--- src/rtl/core/ppq_pkg.sv ---
`timescale 1ns / 1ps
// ----------------------------------------------------------------------------
// ppq_pkg
// Shared types, codes and constants of the packet pacer queue.
// ----------------------------------------------------------------------------
package ppq_pkg;

  // Queue geometry.
  localparam int QUEUE_DEPTH = 2048;
  localparam int PTR_W       = $clog2(QUEUE_DEPTH);
  localparam int CNT_W       = $clog2(QUEUE_DEPTH + 1);

  // Field widths.
  localparam int TIME_W  = 48;
  localparam int CHAN_W  = 3;
  localparam int BYTES_W = 16;
  localparam int HDL_W   = 16;
  localparam int OCC_W   = 12;
  localparam int STAT_W  = 3;
  localparam int RATE_W  = 31;
  localparam int BURST_W = 20;

  // Configuration port.
  localparam int CFG_IDX_W  = 2;
  localparam int CFG_DATA_W = 32;
  localparam logic [CFG_IDX_W-1:0] REG_BITRATE = 2'd0;
  localparam logic [CFG_IDX_W-1:0] REG_BURST   = 2'd1;
  localparam logic [RATE_W-1:0]    BITRATE_RST = 31'd6291456;
  localparam logic [BURST_W-1:0]   BURST_RST   = 20'd4000;

  // Pacing arithmetic: delay = bytes * 8 * 1e6 / rate.
  localparam int US_PER_S_W = 20;
  localparam logic [US_PER_S_W-1:0] US_PER_S = 20'd1000000;
  localparam int BYTE_SHIFT = 3;
  localparam int PROD_W     = BYTES_W + US_PER_S_W;
  localparam int DVD_W      = PROD_W + BYTE_SHIFT;
  localparam int REM_W      = RATE_W + 1;
  localparam int DIV_CNT_W  = $clog2(DVD_W + 1);

  // Function codes.
  localparam logic FUNC_ENQ  = 1'b0;
  localparam logic FUNC_POLL = 1'b1;

  // Result status codes.
  localparam logic [STAT_W-1:0] ST_ENQUEUED = 3'd0;
  localparam logic [STAT_W-1:0] ST_DROPPED  = 3'd1;
  localparam logic [STAT_W-1:0] ST_RELEASED = 3'd2;
  localparam logic [STAT_W-1:0] ST_NOT_DUE  = 3'd3;
  localparam logic [STAT_W-1:0] ST_DISCARD  = 3'd4;

  typedef struct packed {
    logic               func;
    logic [TIME_W-1:0]  now_us;
    logic [CHAN_W-1:0]  channel;
    logic [BYTES_W-1:0] pkt_bytes;
    logic [HDL_W-1:0]   handle;
  } in_item_t;

  typedef struct packed {
    logic [STAT_W-1:0]  status;
    logic [CHAN_W-1:0]  out_channel;
    logic [BYTES_W-1:0] out_bytes;
    logic [HDL_W-1:0]   out_handle;
    logic [TIME_W-1:0]  send_time_us;
    logic [OCC_W-1:0]   occupancy;
  } out_item_t;

  // One queue entry as held in the descriptor memory.
  typedef struct packed {
    logic [TIME_W-1:0]  stamp;
    logic [CHAN_W-1:0]  channel;
    logic [BYTES_W-1:0] pkt_bytes;
    logic [HDL_W-1:0]   handle;
  } entry_t;

  // Divider handshake.
  typedef struct packed {
    logic start;
  } div_req_t;

  typedef struct packed {
    logic             done;
    logic [DVD_W-1:0] quotient;
  } div_rsp_t;

  typedef enum logic [2:0] {
    S_IDLE,
    S_MUL,
    S_DIVGO,
    S_DIV,
    S_ADV,
    S_POLL,
    S_OUT
  } ppq_state_t;

  function automatic logic [PTR_W-1:0] ptr_next(input logic [PTR_W-1:0] p);
    return (p == PTR_W'(QUEUE_DEPTH - 1)) ? '0 : p + 1'b1;
  endfunction

  function automatic logic [TIME_W-1:0] sat_add48(input logic [TIME_W-1:0] a,
                                                  input logic [TIME_W-1:0] b);
    logic [TIME_W:0] s;
    s = {1'b0, a} + {1'b0, b};
    return s[TIME_W] ? {TIME_W{1'b1}} : s[TIME_W-1:0];
  endfunction

endpackage

--- src/rtl/core/ppq_div.sv ---
`timescale 1ns / 1ps
// ----------------------------------------------------------------------------
// ppq_div
// Restoring radix-2 divider, one quotient bit per cycle.
// ----------------------------------------------------------------------------
module ppq_div (
  input  logic                     clk,
  input  logic                     rst_n,
  input  ppq_pkg::div_req_t        req,
  input  logic [ppq_pkg::DVD_W-1:0]  dividend,
  input  logic [ppq_pkg::RATE_W-1:0] divisor,
  output ppq_pkg::div_rsp_t        rsp
);
  import ppq_pkg::*;

  logic [REM_W-1:0]     rem_r;
  logic [DVD_W-1:0]     quo_r;
  logic [DIV_CNT_W-1:0] cnt_r;
  logic                 run_r;
  logic                 done_r;
  logic [REM_W-1:0]     shifted;
  logic [REM_W:0]       diff;
  logic                 ge;

  // Shift in the next dividend bit and try to subtract the divisor.
  assign shifted = {rem_r[REM_W-2:0], quo_r[DVD_W-1]};
  assign diff    = {1'b0, shifted} - {2'b00, divisor};
  assign ge      = ~diff[REM_W];

  always_ff @(posedge clk) begin
    if (!rst_n) begin
      run_r  <= 1'b0;
      done_r <= 1'b0;
      cnt_r  <= '0;
    end else begin
      // Done pulses for one cycle after the last quotient bit is shifted in.
      done_r <= run_r & ~req.start & (cnt_r == DIV_CNT_W'(1));
      if (req.start) begin
        run_r <= 1'b1;
        cnt_r <= DIV_CNT_W'(DVD_W);
      end else if (run_r) begin
        cnt_r <= cnt_r - 1'b1;
        if (cnt_r == DIV_CNT_W'(1)) begin
          run_r <= 1'b0;
        end
      end
    end
  end

  always_ff @(posedge clk) begin
    if (req.start) begin
      rem_r <= '0;
      quo_r <= dividend;
    end else if (run_r) begin
      rem_r <= ge ? diff[REM_W-1:0] : shifted;
      quo_r <= {quo_r[DVD_W-2:0], ge};
    end
  end

  assign rsp.done     = done_r;
  assign rsp.quotient = quo_r;

endmodule

--- config.mk ---
export PLATFORM = sky130hd
export DESIGN_NAME = ppq_div
export DESIGN_NICKNAME = d
export VERILOG_FILES = /design/src/rtl/core/ppq_pkg.sv /design/src/rtl/core/ppq_div.sv
export SDC_FILE = /design/constraint.sdc
export NUM_CORES = 1
export LEC_CHECK = 0
export BUFFER_PORTS_ARGS = -buffer_cell sky130_fd_sc_hd__buf_2
export CAP_MARGIN = 20
export CORE_MARGIN = 4
export CORE_UTILIZATION = 55
export CTS_BUF_LIST = sky130_fd_sc_hd__clkbuf_8
export CTS_CLUSTER_SIZE = 40
export DETAILED_ROUTE_END_ITERATION = 12
export HOLD_SLACK_MARGIN = 0.02
export PLACE_DENSITY = 0.82
export REMOVE_ABC_BUFFERS = 1
export SLEW_MARGIN = 20
export SYNTH_ARGS = -nofsm -noshare
export SYNTH_HDL_FRONTEND = slang
export SYNTH_SLANG_ARGS = --single-unit
--- constraint.sdc ---
create_clock -name clk -period 3.9 [get_ports clk]
set_clock_uncertainty 0.2 [all_clocks]
set_input_delay 0.585 -clock clk [delete_from_list [all_inputs] [get_ports clk]]
set_output_delay 0.585 -clock clk [all_outputs]
set_load 0.005 [all_outputs]
Yosys cells after proc, flatten, opt, wreduce, memory -nomap -nowiden:

Cells that the tools add are included.
Widths: inputs -> output; s select.

* register bits: 78
* input port bits: 73
* output and inout port bits: 40
* word-level logic and storage cells: 24

* $add $sub $neg: 2
* equal/unequal tests: 1
* muxes and demuxes: 8
* bitwise operators: 5
* reductions and logical operators: 2

Operators with widths (count)
* $mux 39: 2
* $sub 32x31->33: 1
* $mux 31: 1
* $mux 6: 2
* $eq 6x1->1 const B: 1
* $sub 6x1->6 const B: 1
* $mux 1: 3
* $not 1->1: 3
* $and 1x1->1: 2
* $reduce_bool 2->1: 1
* $reduce_or 2->1: 1

Depth between registers and ports, before layout:

Gate-level depths: netlist (run 1).

* word-level depth: 4
* mapped depth: 13

Worst setup path before layout (run 1):

No wires, ideal clock.

* path kind: input -> register
* start: input divisor[7] (netlist name)
* end: register quo_r[0], data pin
* arrival: 2.567 ns
* data required time: 3.440 ns
* slack: 0.874 ns
* stages on the path: 11
* cell sequence: inv_1 ha_1 buf_6 a21oi_1 nor3b_2 a211oi_2 or2_4 a211o_1 buf_6 buf_8 mux2_2

* cells in the longest elaborated chain, start to end: 4

RTL lines
* start, declared: line ppq_div.sv:11 `input logic [ppq_pkg::RATE_W-1:0] divisor,`
* $sub 32x31->33: line ppq_div.sv:27 `assign diff = {1'b0, shifted} - {2'b00, divisor};`
* $not 1->1: line ppq_div.sv:28 `assign ge = ~diff[REM_W];`
* $mux 39: line ppq_div.sv:54 `end else if (run_r) begin`
* $mux 39: line ppq_div.sv:51 `if (req.start) begin`
* end signal, assigned: line ppq_div.sv:53 `quo_r <= dividend;`
* end signal, assigned: line ppq_div.sv:56 `quo_r <= {quo_r[DVD_W-2:0], ge};`
* end, declared: line ppq_div.sv:17 `logic [DVD_W-1:0] quo_r;`

Every way passes these cells. The select of a mux whose other input is x is not followed.
A chain may end at the register's enable or synchronous reset.

Worst setup path after layout (run 1):

* start: register quo_r[38]
* end: register rem_r[29]

* cells in the longest elaborated chain, start to end: 2

RTL lines
* $sub 32x31->33: line ppq_div.sv:27
* $mux 31: line ppq_div.sv:55 `rem_r <= ge ? diff[REM_W-1:0] : shifted;`
* end signal, assigned: line ppq_div.sv:55
* end, declared: line ppq_div.sv:16 `logic [REM_W-1:0] rem_r;`

Every way passes these cells.

==> impl_metrics.toml, run 1 <==
[timing]
tightest_slew_ns = 0.936
setup_tns_ns = 0
finalSetupViolations = 0
period_needed_ns = 3.26
rsz0062_at_grt = "false"
timing.fmax_mhz = 307
min_period_over_period_pct = 83.5
finalHoldViolCount = 0
slew_headroom_pct = 37.4
whs_ns = 0.301
slew_viol_final = 0
setup_slack_ns = 0.642

[global_route]
grt_pass1_vias = 4786
overflow = 0
antenna_found_initial = 0
grt_max_degree = 52
track_usage_pct = 23.6
grt_pass1_wl_mm = 22.3

[pwr]
irDropWorstVdd_v = 0.000234
pwr-share-clk_pct = 26.6
p_sw_uw = 746
power_frac_comb_pct = 29.4
power_density_mw_per_mm2 = 361
total_power_mw = 2.28
p_leak_nw = 2.78
power_frac_seq_pct = 44.0
internal-power_mw = 1.53
p_sw_share_pct = 32.8

[synthesis]
syn_area_mm2 = 0.00556
synth_area_leaders = "edfxtp_1 (21%), dfxtp_1 (14%), mux2_2 (7.9%)"
yosys_warnings = 0
avgSynthCellArea_um2 = 9.47
ys_seq_area_share_pct = 35.1
syn_inst = 587
yosysMostFrequentCell = "nand2_1"
synth_common_cells = "nand2_1 (55), inv_1 (46), dfxtp_1 (39), edfxtp_1 (39), mux2_2 (39)"
synth_seq_cells = 78
synth_largest_area_cell = "edfxtp_1"
synth-main-ff-cell = "edfxtp_1"
async_flop_share_pct = 0
synth_top_cell_area_share_pct = 21.1
synth_edf_count = 39
synth_cell_types = 70

[job]
drv_cap = 0

[worst_setup_path]
critPathCapture = "rem_r[29]"
critPathKind = "flop to flop"
rr_startpoint = "quo_r[38]"
endpoint_kind = "flop"
cp.arrival_ns = 3.33
rr_endpoint = "rem_r[29]"
crit_required_ns = 3.98
reg2regPathDepth = 12
crit_path_max_fanout = 23
rrSetupSlack_ns = 0.64
startpoint = "quo_r[38]"
crit_path_start_kind = "flop"

[detailed_routing]
drt_iter0_drc = 310
wl_mm = 13.9
wl_met1_mm = 5.86
viasPerCell = 5.89
vias = 4872
dr.pass1.iters = 5
wire_per_inst_um = 16.9
drc = 0
wl_met3_um = 644
ant_nets = 0
top_layer_used = "met4"
route.met2.wl_mm = 7.14

[floorplanning]
fp.dieArea_mm2 = 0.0118
io_pins = 113
row_count = 36
dieWidth_um = 109
core_area_mm2 = 0.00982
die_h_um = 109
initial_core_util_pct = 56.6

[place]
gp_congestion = 0.931
dpl.hpwl_mm = 10.5
pre_cts_ws_ns = 0.459
portBuffers = 112

[cts]
post_cts_buffers = 0
ctsHtreeMaxLevel = 3
clock-root-buffer = "clkbuf_8"
cts_tree = "yes"
cts_buffer_depth = 2
cts.clk_slew.worst_paths_ns = 0.09
cts-hold-fix-buffers = 0
clock-sinks = 78
numCtsBuffers = 9
post_cts_resized = 0
insertion_delay_ns = 0.36

[final_layout]
nNetsFinal = 796
multiInputGateArea_mm2 = 0.00322
syn_to_final_growth_pct = 13.6
final-seq-area_mm2 = 0.00195
diodes = 0
final.fill_count = 862
drive_gt1_share_pct = 30.4

[hold_path]
hold_class = "flop to flop"

[run_status]
status = "finished clean"
-- metal layers --
| layer | up-vias | track usage (%) |
|---|---|---|
| met5 | - | 0 |
| met4 | 0 | 10.0 |
| met3 | 22 | 2.93 |
| met2 | 163 | 41.2 |
| met1 | 2322 | 29.2 |
| li1 | 2365 | - |
-- final cells by class --
class | instances | share of cell area, %
Clock buffer | 9 | 1.96
Timing Repair Buffer | 119 | 9.71
Tap cell | 133 | 2.64
Multi-Input combinational cell | 435 | 51.0
Clock inverter | 7 | 1.03
Inverter | 46 | 2.73
Sequential cell | 78 | 30.9
-- cell families after synthesis --
group                    count (synthesis)  synth area share, %
AND/OR/NAND/NOR                        183                 16.8
flip-flops                              78                 35.1
adder cells (fa/ha/maj)                 34                 7.79
AO/OA/AOI/OAI                          152                 21.1
XOR/XNOR                                24                 3.78
multiplexers                            42                 8.44
buffers and inverters                   74                 6.96
-- power groups by stage --
| stage | registers, mW | clock network, mW | logic [mW] |
|---|---|---|---|
| 3_3_place_gp | 1.01 | 0 | 0.632 |
| 2_1_floorplan | 1.02 | 0 | 0.440 |
| 5_1_grt | 1.01 | 0.646 | 0.736 |
| 4_1_cts | 1.00 | 0.612 | 0.663 |
| 6_report | 1.00 | 0.605 | 0.669 |
| 3_5_place_dp | 1.02 | 0 | 0.657 |
-- flip-flops by register name, summed over array words and instances (netlist names) --
name	count
done_r	1
quo_r	39
cnt_r	6
rem_r	31
run_r	1
-- worst min-delay path by stage --
| stage | startpoint | cells after the start | endpoint | slack, ns |
|---|---|---|---|---|
| global route | rem_r[30] | 2 | rem_r[30] | 0.32 |
| detailed placement | rem_r[24] | 2 | rem_r[24] | 0.29 |
| floorplan | rem_r[24] | 2 | rem_r[24] | 0.24 |
| global placement | rem_r[24] | 2 | rem_r[24] | 0.28 |
| finish | rem_r[24] | 2 | rem_r[24] | 0.30 |
| CTS | rem_r[24] | 2 | rem_r[24] | 0.30 |
-- stage by stage --
| step | instances | cell area, um2 | utilization (%) |
|---|---|---|---|
| 5_1_grt | 827 | 6310 | 64.3 |
| 4_1_cts | 827 | 6310 | 64.3 |
| 3_3_place_gp | 811 | 6120 | 62.4 |
| 6_report | 827 | 6310 | 64.3 |
| 3_5_place_dp | 811 | 6120 | 62.4 |
| 2_1_floorplan | 559 | 5340 | - |
-- critical path: stages (launching register included) --
cell	delay [ns]
edfxtp_1	0.37
inv_1	0.05
ha_1	0.20
fa_1	0.38
nand2b_1	0.20
a21oi_1	0.29
o21ai_1	0.17
a211oi_2	0.29
or2_4	0.20
a211oi_4	0.06
buf_4	0.25
or3_1	0.38
o21ai_0	0.13
-- cell usage in the layout (no fill, tap or decap), drive strengths merged, types with 3 or more instances in the layout --
master,n
a21o,12
nor2b,9
dfxtp,39
ha,33
nor3b,3
xor2,5
inv,48
a21oi,35
a311oi,17
edfxtp,39
nand4,4
o211ai,6
or3,5
nand3,18
a31oi,5
nor4b,3
a211o,4
nor2,31
o21bai,5
o31ai,5
a21boi,7
o311ai,5
and3,13
mux2i,3
clkbuf,9
and2,7
nor4,3
nor3,8
nand2,69
a32oi,3
nand2b,6
o21ai,21
clkinv,4
mux2,39
a211oi,7
xnor2,19
buf,119
Note: power is estimated with default switching activity, not from simulation.
==> run 2, diff against run 1 <==
Clock period 3.9 ns to 3.25 ns, I/O delays scaled along.
==> run 2 against run 1 <==
Non-clock buffer count grew 10; critical path depth is the same; power grew 24%; first-iteration DRC count shrank 6.1%; worst setup slack lost 0.46 ns; clock power grew 31%; maximum frequency grew 6.3%; critical endpoint is now rem_r[28].
==> impl_metrics.toml, run 2 (synthesis results as in run 1) <==
[timing]
finalHoldViolCount = 0
whs_ns = 0.216
slew_headroom_pct = 45.0
slew_viol_final = 0
setup_tns_ns = 0
finalSetupViolations = 0
min_period_over_period_pct = 94.3
period_needed_ns = 3.07
tightest_slew_ns = 0.822
rsz0062_at_grt = "false"
timing.fmax_mhz = 326

[place]
gp_congestion = 0.938
portBuffers = 112
dpl.hpwl_mm = 10.4
place_inst = 821

[worst_setup_path]
endpoint_kind = "flop"
rr_startpoint = "quo_r[38]"
crit_buf_inv = 2
crit_required_ns = 3.31
crit_path_max_fanout = 3
cpLargestDelayFamily = "compound AO/OA/AOI/OAI gates"
max_stage_delay_ns = 0.45
cp.arrival_ns = 3.12
crit_chain = "inv_1 -> ha_1 -> fa_1 -> nand2b_1 -> a21oi_1 -> o21ai_1 -> a211oi_2 -> buf_4 -> o31ai_1 -> a31oi_1 -> mux2i_1 -> o31a_1"
startpoint = "quo_r[38]"
crit_path_start_kind = "flop"
slowest_stage = "o31ai_1"
critPathKind = "flop to flop"

[hold_path]
hold_start = "rst_n"
hold_class = "input port to flop"

[final_layout]
largest_register = "quo_r"
syn_to_final_growth_pct = 16.1
diodes = 0
nNetsFinal = 806
largestRegisters = "quo_r (39), rem_r (31), cnt_r (6)"
finish.utilization_pct = 65.7
final_cells = 837
mostFrequentLayoutCell = "buf_2"
final.fill_count = 858
drive_gt1_share_pct = 31.8
layout_common_cells = "buf_2 (112), nand2_1 (55), inv_1 (46)"
largest_reg_flops = 39

[global_route]
grt_pass1_wl_mm = 22.4
grt_pass1_vias = 4799
grt_max_degree = 46
overflow = 0
antenna_found_initial = 0
track_usage_pct = 23.4

[cts]
ctsHtreeMaxLevel = 3
cts-hold-fix-buffers = 0
cts.clk_slew.worst_paths_ns = 0.10
cts_buffer_depth = 2
post_cts_resized = 0
clock-sinks = 78
cts_tree = "yes"
post_cts_buffers = 0
insertion_delay_ns = 0.36
numCtsBuffers = 9
clock-root-buffer = "clkbuf_8"

[detailed_routing]
wl_mm = 13.7
vias = 4883
dr.pass1.iters = 5
viasPerCell = 5.83
drt_iter0_drc = 291
ant_nets = 0
wire_per_inst_um = 16.3
drc = 0

[pwr]
pwr-share-clk_pct = 28.1
p_sw_share_pct = 33.2
internal-power_mw = 1.89
power_density_mw_per_mm2 = 438
p_leak_nw = 2.85
p_sw_uw = 940
power_frac_comb_pct = 29.4
power_frac_seq_pct = 42.5
irDropWorstVdd_v = 0.000266

[floorplanning]
die_h_um = 109
dieWidth_um = 109
row_count = 36
io_pins = 113
core_area_mm2 = 0.00982
initial_core_util_pct = 56.6
fp.dieArea_mm2 = 0.0118

[run_status]
status = "finished clean"

[job]
drv_cap = 0
[run 2: cell count changes in the layout (fill, tap and decap cells not counted), sizes merged]
| cell | previous run | this run |
|---|---|---|
| clkinv | 4 | 0 |
| inv | 48 | 52 |
| buf | 119 | 129 |
[run 2: layout make-up]
cell class	count	area [um2]	area share (%)
multi-input combinational	435	3230	50.0
sequential	78	1950	30.3
timing repair buffer	129	726	11.2
inverter	46	173	2.67
tap	133	166	2.58
clock buffer	9	124	1.92
clock inverter	7	85.1	1.32
[run 2: path summary, 6_finish.rpt]
path / cells past startpoint / end / slack, ns
hold / removal: 2 / cnt_r[5] / 0.22
setup / recovery: 12 / rem_r[28] / 0.18
setup reg to reg: 12 / rem_r[28] / 0.18
hold reg to reg: 2 / rem_r[30] / 0.31
[run 2: power groups by stage]
stage / clock network, mW / registers, mW / logic (mW)
finish: 0.793 / 1.20 / 0.833
global route: 0.842 / 1.21 / 0.917
global placement: 0 / 1.22 / 0.795
detailed placement: 0 / 1.22 / 0.816
CTS: 0.806 / 1.20 / 0.825
floorplan: 0 / 1.22 / 0.528
[run 2: through the flow]
stage / cell area [um2] / setup slack (ns) / power, mW
after floorplan: 5340 / -0.0172 / 1.75
after global placement: 6240 / 0.138 / 2.01
after detailed placement: 6240 / 0.0702 / 2.04
final: 6450 / 0.184 / 2.83
after CTS: 6450 / 0.135 / 2.83
after global routing: 6450 / 0.00695 / 2.97
[run 2: per-layer routing]
metal | wire length, um | part of all wire [%] | global-route usage [%] | up-vias
met5 | 0 | 0 | 0 | -
met4 | 301 | 2.2 | 7.75 | 0
met3 | 700 | 5.1 | 3.88 | 31
met2 | 7050 | 51 | 40.8 | 160
met1 | 5630 | 41 | 29.5 | 2304
li1 | - | - | - | 2388
